[config.mk]
export PLATFORM = sky130hd
export DESIGN_NAME = http_chunked_body_extractor_flat
export DESIGN_NICKNAME = d
export VERILOG_FILES = /design/src/hdl/hcbe_pkg.sv /design/src/hdl/hcbe_if.sv /design/src/hdl/http_chunked_body_extractor.sv /design/src/flat_wrapper.sv
export SDC_FILE = /design/constraint.sdc
export NUM_CORES = 1
export LEC_CHECK = 0
export BUFFER_PORTS_ARGS = -buffer_cell sky130_fd_sc_hd__buf_2
export CAP_MARGIN = 20
export CORE_ASPECT_RATIO = 0.9
export CORE_MARGIN = 5
export CORE_UTILIZATION = 50
export DETAILED_ROUTE_END_ITERATION = 8
export PLACE_DENSITY = 0.77
export SETUP_SLACK_MARGIN = 0.5
export SLEW_MARGIN = 40
export SYNTH_ARGS = -nofsm -noshare
export SYNTH_HDL_FRONTEND = slang
export SYNTH_SLANG_ARGS = --single-unit
[constraint.sdc]
create_clock -name clock -period 3.2 [get_ports clock]
set_input_delay 0.32 -clock clock [delete_from_list [all_inputs] [get_ports clock]]
set_output_delay 0.32 -clock clock [all_outputs]
set_load 0.1 [all_outputs]
[src/hdl/hcbe_pkg.sv]
package hcbe_pkg;

   // line and size limits
   localparam int LINE_BUFFER = 16;
   localparam int SIZE_BITS   = 31;
   localparam int KEPT_BITS   = $clog2(LINE_BUFFER);
   localparam int BYTE_BITS   = 8;

   typedef logic [SIZE_BITS-1:0] size_type;
   typedef logic [KEPT_BITS-1:0] kept_type;
   typedef logic [BYTE_BITS-1:0] byte_type;

   localparam size_type SIZE_MAX   = '1;
   localparam kept_type KEPT_LIMIT = KEPT_BITS'(LINE_BUFFER - 1);

   // stream phase codes
   localparam logic [2:0] PH_HEADER = 3'd0;
   localparam logic [2:0] PH_DATA   = 3'd1;
   localparam logic [2:0] PH_SKIP1  = 3'd2;
   localparam logic [2:0] PH_SKIP2  = 3'd3;
   localparam logic [2:0] PH_DONE   = 3'd4;

   // size parse step codes
   localparam logic [2:0] NS_BLANKS  = 3'd0;
   localparam logic [2:0] NS_SIGNED  = 3'd1;
   localparam logic [2:0] NS_ZERO    = 3'd2;
   localparam logic [2:0] NS_PREFIX  = 3'd3;
   localparam logic [2:0] NS_DIGITS  = 3'd4;
   localparam logic [2:0] NS_STOPPED = 3'd5;

   // characters
   localparam byte_type CHAR_NUL   = 8'h00;
   localparam byte_type CHAR_TAB   = 8'h09;
   localparam byte_type CHAR_LF    = 8'h0a;
   localparam byte_type CHAR_VT    = 8'h0b;
   localparam byte_type CHAR_FF    = 8'h0c;
   localparam byte_type CHAR_CR    = 8'h0d;
   localparam byte_type CHAR_SPACE = 8'h20;
   localparam byte_type CHAR_PLUS  = 8'h2b;
   localparam byte_type CHAR_MINUS = 8'h2d;
   localparam byte_type CHAR_ZERO  = 8'h30;
   localparam byte_type CHAR_NINE  = 8'h39;
   localparam byte_type CHAR_UA    = 8'h41;
   localparam byte_type CHAR_UF    = 8'h46;
   localparam byte_type CHAR_UX    = 8'h58;
   localparam byte_type CHAR_LA    = 8'h61;
   localparam byte_type CHAR_LF_HEX = 8'h66;
   localparam byte_type CHAR_LX    = 8'h78;

endpackage

[src/hdl/hcbe_if.sv]
interface hcbe_req_if;
   logic                valid;
   logic                ready;
   hcbe_pkg::byte_type  byte_in;

   modport source (output valid, output byte_in, input ready);
   modport sink (input valid, input byte_in, output ready);
endinterface

interface hcbe_rsp_if;
   logic                valid;
   logic                ready;
   hcbe_pkg::byte_type  body_byte;
   logic                is_end;

   modport source (output valid, output body_byte, output is_end, input ready);
   modport sink (input valid, input body_byte, input is_end, output ready);
endinterface

[src/hdl/http_chunked_body_extractor.sv]
// Chunked body extractor: takes one raw byte of an HTTP chunked body per
// transaction on req_chan and returns only the payload bytes on rsp_chan.
// Each chunk header line is parsed for a base-16 size (leading blanks, sign,
// optional 0x, hex digits, saturating at 2^31-1); CR is dropped, only the
// first 15 other bytes of a line count, blank lines are skipped, and the two
// bytes after each chunk's data are discarded. A zero, negative or missing
// size produces one transaction with is_end set and body_byte zero, after
// which every byte is swallowed until reset. The block takes one byte every
// cycle while rsp_chan does not stall it; an accepted byte sits in the input
// register, and any result it yields goes to the result register when the
// input stage advances (input register, then result register, with the
// combinational parser update between them). While a result waits on
// rsp_chan.ready the input register still takes one more byte, then
// req_chan.ready drops until the waiting result is taken.
module http_chunked_body_extractor (
   input  logic        clock,
   input  logic        reset,
   hcbe_req_if.sink    req_chan,
   hcbe_rsp_if.source  rsp_chan
);

   // input register
   logic                in_valid_ff, in_valid_in;
   hcbe_pkg::byte_type  in_byte_ff;

   // parser state
   logic [2:0]          phase_ff, phase_in;
   hcbe_pkg::kept_type  kept_ff, kept_in;
   logic [2:0]          step_ff, step_in;
   logic                neg_ff, neg_in;
   hcbe_pkg::size_type  size_ff, size_in;
   hcbe_pkg::size_type  left_ff, left_in;

   // result register
   logic                out_valid_ff, out_valid_in;
   hcbe_pkg::byte_type  out_byte_ff;
   logic                out_end_ff;

   logic                req_accept;
   logic                advance;
   logic                produce;
   hcbe_pkg::byte_type  res_byte;
   logic                res_end;
   logic                is_blank;
   logic                is_hex;
   logic [3:0]          hex_val;
   hcbe_pkg::size_type  acc_val;
   hcbe_pkg::byte_type  c;

   // saturating size * 16 + digit
   function automatic hcbe_pkg::size_type accumulate(hcbe_pkg::size_type v, logic [3:0] d);
      logic [hcbe_pkg::SIZE_BITS+3:0] sum;
      sum = {v, 4'b0000} + {{hcbe_pkg::SIZE_BITS{1'b0}}, d};
      if (sum[hcbe_pkg::SIZE_BITS+3:hcbe_pkg::SIZE_BITS] != 4'd0) begin
         return hcbe_pkg::SIZE_MAX;
      end
      return sum[hcbe_pkg::SIZE_BITS-1:0];
   endfunction

   // handshake: the input stage moves on whenever the result slot is free or draining
   assign advance        = in_valid_ff && (!out_valid_ff || rsp_chan.ready);
   assign req_chan.ready = !in_valid_ff || advance;
   assign req_accept     = req_chan.valid && req_chan.ready;

   assign rsp_chan.valid     = out_valid_ff;
   assign rsp_chan.body_byte = out_byte_ff;
   assign rsp_chan.is_end    = out_end_ff;

   assign c = in_byte_ff;

   // character classes
   always_comb begin
      is_blank = c inside {hcbe_pkg::CHAR_SPACE, hcbe_pkg::CHAR_TAB,
                           hcbe_pkg::CHAR_VT, hcbe_pkg::CHAR_FF};
      is_hex   = 1'b1;
      hex_val  = 4'd0;
      if (c inside {[hcbe_pkg::CHAR_ZERO:hcbe_pkg::CHAR_NINE]}) begin
         hex_val = 4'(c - hcbe_pkg::CHAR_ZERO);
      end else if (c inside {[hcbe_pkg::CHAR_LA:hcbe_pkg::CHAR_LF_HEX]}) begin
         hex_val = 4'(c - hcbe_pkg::CHAR_LA + 8'd10);
      end else if (c inside {[hcbe_pkg::CHAR_UA:hcbe_pkg::CHAR_UF]}) begin
         hex_val = 4'(c - hcbe_pkg::CHAR_UA + 8'd10);
      end else begin
         is_hex = 1'b0;
      end
   end

   assign acc_val = accumulate(size_ff, hex_val);

   // per-byte state update
   always_comb begin
      phase_in = phase_ff;
      kept_in  = kept_ff;
      step_in  = step_ff;
      neg_in   = neg_ff;
      size_in  = size_ff;
      left_in  = left_ff;
      produce  = 1'b0;
      res_byte = '0;
      res_end  = 1'b0;
      case (phase_ff)
         hcbe_pkg::PH_HEADER: begin
            if (c == hcbe_pkg::CHAR_LF) begin
               // end of header line: clear the line parse in every case
               kept_in = '0;
               step_in = hcbe_pkg::NS_BLANKS;
               neg_in  = 1'b0;
               size_in = '0;
               if (kept_ff != '0) begin
                  if (neg_ff || size_ff == '0) begin
                     phase_in = hcbe_pkg::PH_DONE;
                     produce  = 1'b1;
                     res_end  = 1'b1;
                  end else begin
                     left_in  = size_ff;
                     phase_in = hcbe_pkg::PH_DATA;
                  end
               end
            end else if (c != hcbe_pkg::CHAR_CR && kept_ff < hcbe_pkg::KEPT_LIMIT) begin
               kept_in = kept_ff + 1'b1;
               if (c == hcbe_pkg::CHAR_NUL) begin
                  step_in = hcbe_pkg::NS_STOPPED;
               end else begin
                  case (step_ff)
                     hcbe_pkg::NS_BLANKS, hcbe_pkg::NS_SIGNED: begin
                        if (step_ff == hcbe_pkg::NS_BLANKS && is_blank) begin
                           step_in = step_ff;
                        end else if (step_ff == hcbe_pkg::NS_BLANKS &&
                                     (c == hcbe_pkg::CHAR_PLUS || c == hcbe_pkg::CHAR_MINUS)) begin
                           neg_in  = (c == hcbe_pkg::CHAR_MINUS);
                           step_in = hcbe_pkg::NS_SIGNED;
                        end else if (c == hcbe_pkg::CHAR_ZERO) begin
                           step_in = hcbe_pkg::NS_ZERO;
                        end else if (is_hex) begin
                           size_in = acc_val;
                           step_in = hcbe_pkg::NS_DIGITS;
                        end else begin
                           step_in = hcbe_pkg::NS_STOPPED;
                        end
                     end
                     hcbe_pkg::NS_ZERO, hcbe_pkg::NS_PREFIX, hcbe_pkg::NS_DIGITS: begin
                        if (step_ff == hcbe_pkg::NS_ZERO &&
                            (c == hcbe_pkg::CHAR_LX || c == hcbe_pkg::CHAR_UX)) begin
                           step_in = hcbe_pkg::NS_PREFIX;
                        end else if (is_hex) begin
                           size_in = acc_val;
                           step_in = hcbe_pkg::NS_DIGITS;
                        end else begin
                           step_in = hcbe_pkg::NS_STOPPED;
                        end
                     end
                     default: begin
                        step_in = step_ff;
                     end
                  endcase
               end
            end
         end
         hcbe_pkg::PH_DATA: begin
            produce  = 1'b1;
            res_byte = c;
            if (left_ff != '0) begin
               left_in = left_ff - 1'b1;
            end
            if (left_in == '0) begin
               phase_in = hcbe_pkg::PH_SKIP1;
            end
         end
         hcbe_pkg::PH_SKIP1: begin
            phase_in = hcbe_pkg::PH_SKIP2;
         end
         hcbe_pkg::PH_SKIP2: begin
            phase_in = hcbe_pkg::PH_HEADER;
            kept_in  = '0;
            step_in  = hcbe_pkg::NS_BLANKS;
            neg_in   = 1'b0;
            size_in  = '0;
         end
         default: begin
            phase_in = phase_ff;
         end
      endcase
   end

   assign in_valid_in  = req_accept || (in_valid_ff && !advance);
   assign out_valid_in = (out_valid_ff && !rsp_chan.ready) || (advance && produce);

   always_ff @(posedge clock) begin
      if (reset) begin
         in_valid_ff  <= 1'b0;
         out_valid_ff <= 1'b0;
         phase_ff     <= hcbe_pkg::PH_HEADER;
         kept_ff      <= '0;
         step_ff      <= hcbe_pkg::NS_BLANKS;
         neg_ff       <= 1'b0;
         size_ff      <= '0;
         left_ff      <= '0;
      end else begin
         in_valid_ff  <= in_valid_in;
         out_valid_ff <= out_valid_in;
         if (advance) begin
            phase_ff <= phase_in;
            kept_ff  <= kept_in;
            step_ff  <= step_in;
            neg_ff   <= neg_in;
            size_ff  <= size_in;
            left_ff  <= left_in;
         end
      end
   end

   // payload registers
   always_ff @(posedge clock) begin
      if (req_accept) begin
         in_byte_ff <= req_chan.byte_in;
      end
      if (advance && produce) begin
         out_byte_ff <= res_byte;
         out_end_ff  <= res_end;
      end
   end

   // end marker never carries a payload byte
   a_end_zero: assert property (@(posedge clock) disable iff (reset)
      out_valid_ff && out_end_ff |-> out_byte_ff == '0)
      else $error("end marker with nonzero byte");

   // once ended, the stream stays ended
   a_done_sticks: assert property (@(posedge clock) disable iff (reset)
      phase_ff == hcbe_pkg::PH_DONE |=> phase_ff == hcbe_pkg::PH_DONE)
      else $error("left done phase");

   // data phase always has bytes left to pass
   a_data_left: assert property (@(posedge clock) disable iff (reset)
      phase_ff == hcbe_pkg::PH_DATA |-> left_ff != '0)
      else $error("data phase with empty count");

   // kept count never passes the line limit
   a_kept_limit: assert property (@(posedge clock) disable iff (reset)
      kept_ff <= hcbe_pkg::KEPT_LIMIT)
      else $error("kept count past line limit");

   // a held result is not overwritten
   a_hold_result: assert property (@(posedge clock) disable iff (reset)
      out_valid_ff && !rsp_chan.ready |-> !(advance && produce))
      else $error("result overwritten while stalled");

endmodule

[src/flat_wrapper.sv]
// flat-port wrapper written by rule: the top's interface ports become plain ports
module http_chunked_body_extractor_flat 
  (clock, reset, req_chan_valid, req_chan_byte_in, req_chan_ready, rsp_chan_valid, rsp_chan_body_byte, rsp_chan_is_end, rsp_chan_ready);
  hcbe_req_if req_chan_i ();
  hcbe_rsp_if rsp_chan_i ();
  input  logic clock;
  input  logic reset;
  input wire logic [$bits(req_chan_i.valid)-1:0] req_chan_valid;
  input wire logic [$bits(req_chan_i.byte_in)-1:0] req_chan_byte_in;
  output wire logic [$bits(req_chan_i.ready)-1:0] req_chan_ready;
  output wire logic [$bits(rsp_chan_i.valid)-1:0] rsp_chan_valid;
  output wire logic [$bits(rsp_chan_i.body_byte)-1:0] rsp_chan_body_byte;
  output wire logic [$bits(rsp_chan_i.is_end)-1:0] rsp_chan_is_end;
  input wire logic [$bits(rsp_chan_i.ready)-1:0] rsp_chan_ready;
  assign req_chan_i.valid = req_chan_valid;
  assign req_chan_i.byte_in = req_chan_byte_in;
  assign req_chan_ready = req_chan_i.ready;
  assign rsp_chan_valid = rsp_chan_i.valid;
  assign rsp_chan_body_byte = rsp_chan_i.body_byte;
  assign rsp_chan_is_end = rsp_chan_i.is_end;
  assign rsp_chan_i.ready = rsp_chan_ready;
  http_chunked_body_extractor u_core (.clock(clock), .reset(reset), .req_chan(req_chan_i), .rsp_chan(rsp_chan_i));
endmodule
==> flow_summary_export.csv <==
group,metric,value,unit
run_status,status,"finished, final reports clean",
logic_synthesis,synth_enable_flop_cells,17,
cells_and_area,fin_nets,715,
floorplanning,die_w,119.3,µm
setup_path,critPathMaxFanout,6,
logic_synthesis,synthesis.area,5376,µm²
logic_synthesis,postSynthCellCount,668,
cells_and_area,area_growth,16.99,%
timing,worst_pin_slew,0.6681,ns
job,timing.max_cap.violations,0,
drt,num_vias,5511,
global_route,grt_max_degree,50,
drt,routedWlPerCell,19.61,µm
drt,ant_nets,0,
logic_synthesis,ys_seq_elements,92,
placement,dp_cells,795,
drt,drc,0,
power,p_per_area,513.0,nW/µm²
logic_synthesis,synth_flop_cell,"dfxtp_1",
global_route,grt-ovfl-total,0,
clock_network,h-tree-depth,3,
cells_and_area,diodes,0,
setup_path,critPathKind,"flip-flop to flip-flop",
logic_synthesis,synth-seq-area-share,37.42,%
clock_network,hold_buffers,0,
cells_and_area,drive_gt1_share,18.45,%
drt,vias_per_cell,6.624,
logic_synthesis,ys_async_sr_fraction,0,%
logic_synthesis,syn_area_per_cell,8.049,µm²
global_route,grt_pass1_vias,5005,
logic_synthesis,synth_cell_types,73,
global_route,grt_pass1_wl,25490,µm
floorplanning,ioPinCount,23,
drt,drtIter0Drc,605,
logic_synthesis,ys_warn_count,0,
placement,placed_area,5618,µm²
timing,fin_setup_tns,0,ns
clock_network,cts_tree,"built",
worst_hold_path,hp-class,"primary input to flip-flop",
timing,maxSlewViolCount,0,
clock_network,cts_sinks,92,
setup_path,max_stage_delay,0.60,ns
power,p_int,0.002160,W
setup_path,cp-end-kind,"flip-flop",
power,power_frac_comb,28.5,%
clock_network,clkLatencyLatePin,0.35,ns
power,p_clk_share,32.8,%
global_route,groute.usage.overall,24.24,%
logic_synthesis,syn-num-nets,689,
clock_network,clk_pin_slew,0.06,ns
clock_network,cts_buffers,9,
global_route,antenna_found_initial,0,
floorplanning,fp.coreArea,10680,µm²
setup_path,critical_path.slowest_cell,"or4_4",
setup_path,path_cells,"inv_2, ha_1, nor3b_1, a311oi_2, nor3_1, or4_4, or3_1, a21oi_1",
setup_path,cp.arrival,2.98,ns
drt,wirelength,16310,µm
cells_and_area,n_fill_cell,906,
timing,rsz0062_at_grt,"yes",
cells_and_area,final_area,6290,µm²
timing,slew_headroom,55.46,%
floorplanning,dieArea,12930,µm²
timing,finalHoldViolCount,0,
placement,hpwlAfterDp,10860,µm
timing,holdWs,0.1486,ns
cells_and_area,fin_cells,832,
drt,drtPass1Iterations,5,
setup_path,required,3.47,ns
placement,port_buffers,22,
timing,max_freq,0.3684,GHz
clock_network,clock-root-buffer,"clkbuf_16",
power,switchingPower,0.001067,W
clock_network,clk_path_buf_depth,2,
power,switching_share,33.06,%
timing,post-route-period-util,84.83,%
floorplanning,dieHeight,108.4,µm
power,ir_drop,0.2963,mV
floorplanning,num_rows,36,
setup_path,startpoint_type,"flip-flop",
placement,place_congestion,0.9466,
timing,setup_viol,0,
timing,min_period,2.715,ns
power,p_leak,2.188,nW
power,seqPwrFrac,38.7,%
floorplanning,initial_utilization,50.36,%
power,power.total,0.003227,W
timing,finalClockSkew,0.01096,ns
[what timing repair did]
action | 4_1_cts | 5_1_grt
buffers inserted | 7 | 14
endpoints found under the setup margin | 53 | 69
gates resized for setup | 19 | 29
pin swaps | 3 | 12
[logic make-up (layout without fill, tap and decap cells)]
family	count (synthesis)	count (layout)	share of synthesized area [%]
muxes	6	6	1.117
adders and majority gates	9	9	2.095
and+or+nand+nor	276	276	26.53
AOI/OAI and AO/OA	219	219	27.11
buffers and inverters	59	90	4.584
xor gates and xnor gates	7	7	1.140
DFF	92	92	37.42
[cell usage in the layout, fill, tap and decap left out, drive strengths merged, types with 5 or more instances in the layout]
master,n
inv,12
edfxtp,17
and2,12
a22oi,10
dfxtp,75
o21ai,32
nor4,18
a311oi,5
nand4,5
a211oi,13
nand3,15
nor3,23
o211ai,28
buf,62
nor2b,8
or4,11
nand4b,5
a21oi,68
o22ai,5
ha,9
a31oi,7
mux2i,6
o31ai,11
or3,11
nor2,66
clkbuf,12
nand2,82
a21o,5
[flip-flops by register name (all words and copies together) (netlist names), 3 cells and up]
register                   cells
u_core.rsp_chan.body_byte      8
u_core.c                       8
u_core.left_ff                31
u_core.size_ff                31
u_core.phase_ff                3
u_core.kept_ff                 4
u_core.step_ff                 3
[area by class of cell]
class,count,area [µm²],area share [%]
Clock buffer,12,267.8,4.257
Clock inverter,4,32.53,0.5172
Inverter,12,45.04,0.7161
Multi-Input combinational cell,517,3312,52.66
Sequential cell,92,2014,32.03
Tap cell,133,166.4,2.646
Timing Repair Buffer,62,451.7,7.181
[metrics by stage]
stage / setup slack (ns) / utilization, %
after floorplan: 0.6457 / -
after global placement: 0.2496 / 52.63
after detailed placement: 0.2375 / 52.63
after CTS: 0.4676 / 56.67
after global routing: 0.3983 / 58.92
final: 0.4853 / 58.92
[per-layer routing]
layer	routed length (µm)	global-route usage, %	vias to the layer above	part of all wire, %
met5	0	0	-	0
met4	488	8.340	0	3.0
met3	1307	5.910	44	8.0
met2	7481	38.44	257	46
met1	7036	32.49	2644	43
li1	-	-	2566	-
[synth_stat cells, types with 5 or more instances]
| library cell | number | area share (%) |
|---|---|---|
| nand4_1 | 5 | 0.58 |
| nor2_1 | 66 | 4.6 |
| ha_1 | 9 | 2.1 |
| or3_1 | 9 | 1.0 |
| mux2i_1 | 6 | 1.1 |
| a22oi_1 | 10 | 1.4 |
| o22ai_1 | 5 | 0.58 |
| and2_1 | 12 | 1.4 |
| nand2_1 | 82 | 5.7 |
| o31ai_1 | 11 | 1.5 |
| nor3_1 | 22 | 2.0 |
| o21ai_0 | 30 | 2.8 |
| a21oi_1 | 68 | 6.3 |
| o211ai_1 | 28 | 3.9 |
| or4_1 | 7 | 0.98 |
| nand3_1 | 15 | 1.4 |
| a211oi_1 | 13 | 1.8 |
| buf_2 | 8 | 0.74 |
| nor2b_1 | 8 | 0.93 |
| edfxtp_1 | 17 | 9.5 |
| inv_1 | 12 | 0.84 |
| nor4_1 | 15 | 1.7 |
| a31oi_1 | 7 | 0.81 |
| dfxtp_1 | 75 | 28 |
| clkbuf_1 | 36 | 2.5 |
[critical path, delay by kind of cell, from the launching register on]
kind                       cells  cell delay, ns
DFF                            1            0.50
buffers and inverters          1            0.12
AOI/OAI and AO/OA              2            0.51
adders and majority gates      1            0.23
and+or+nand+nor                4            1.27
[power by group through the flow]
stage	combinational, W	sequential [W]	clock (W)
global placement	0.000776	0.00127	0
finish	0.000921	0.00125	0.00106
detailed placement	0.000789	0.00127	0
global route	0.000981	0.00125	0.00113
CTS	0.000838	0.00124	0.00108
floorplan	0.000569	0.00128	0
[final timing paths]
| path | start | end | slack, ns | cells after the start |
|---|---|---|---|---|
| max | u_core.c[0] | u_core.size_ff[9] | 0.49 | 8 |
| min reg2reg | u_core.kept_ff[1] | u_core.kept_ff[1] | 0.49 | 2 |
| max reg2reg | u_core.c[0] | u_core.size_ff[9] | 0.49 | 8 |
| min | req_chan_byte_in[1] | u_core.c[1] | 0.15 | 1 |
No activity file was read; power rests on OpenSTA's default activity.
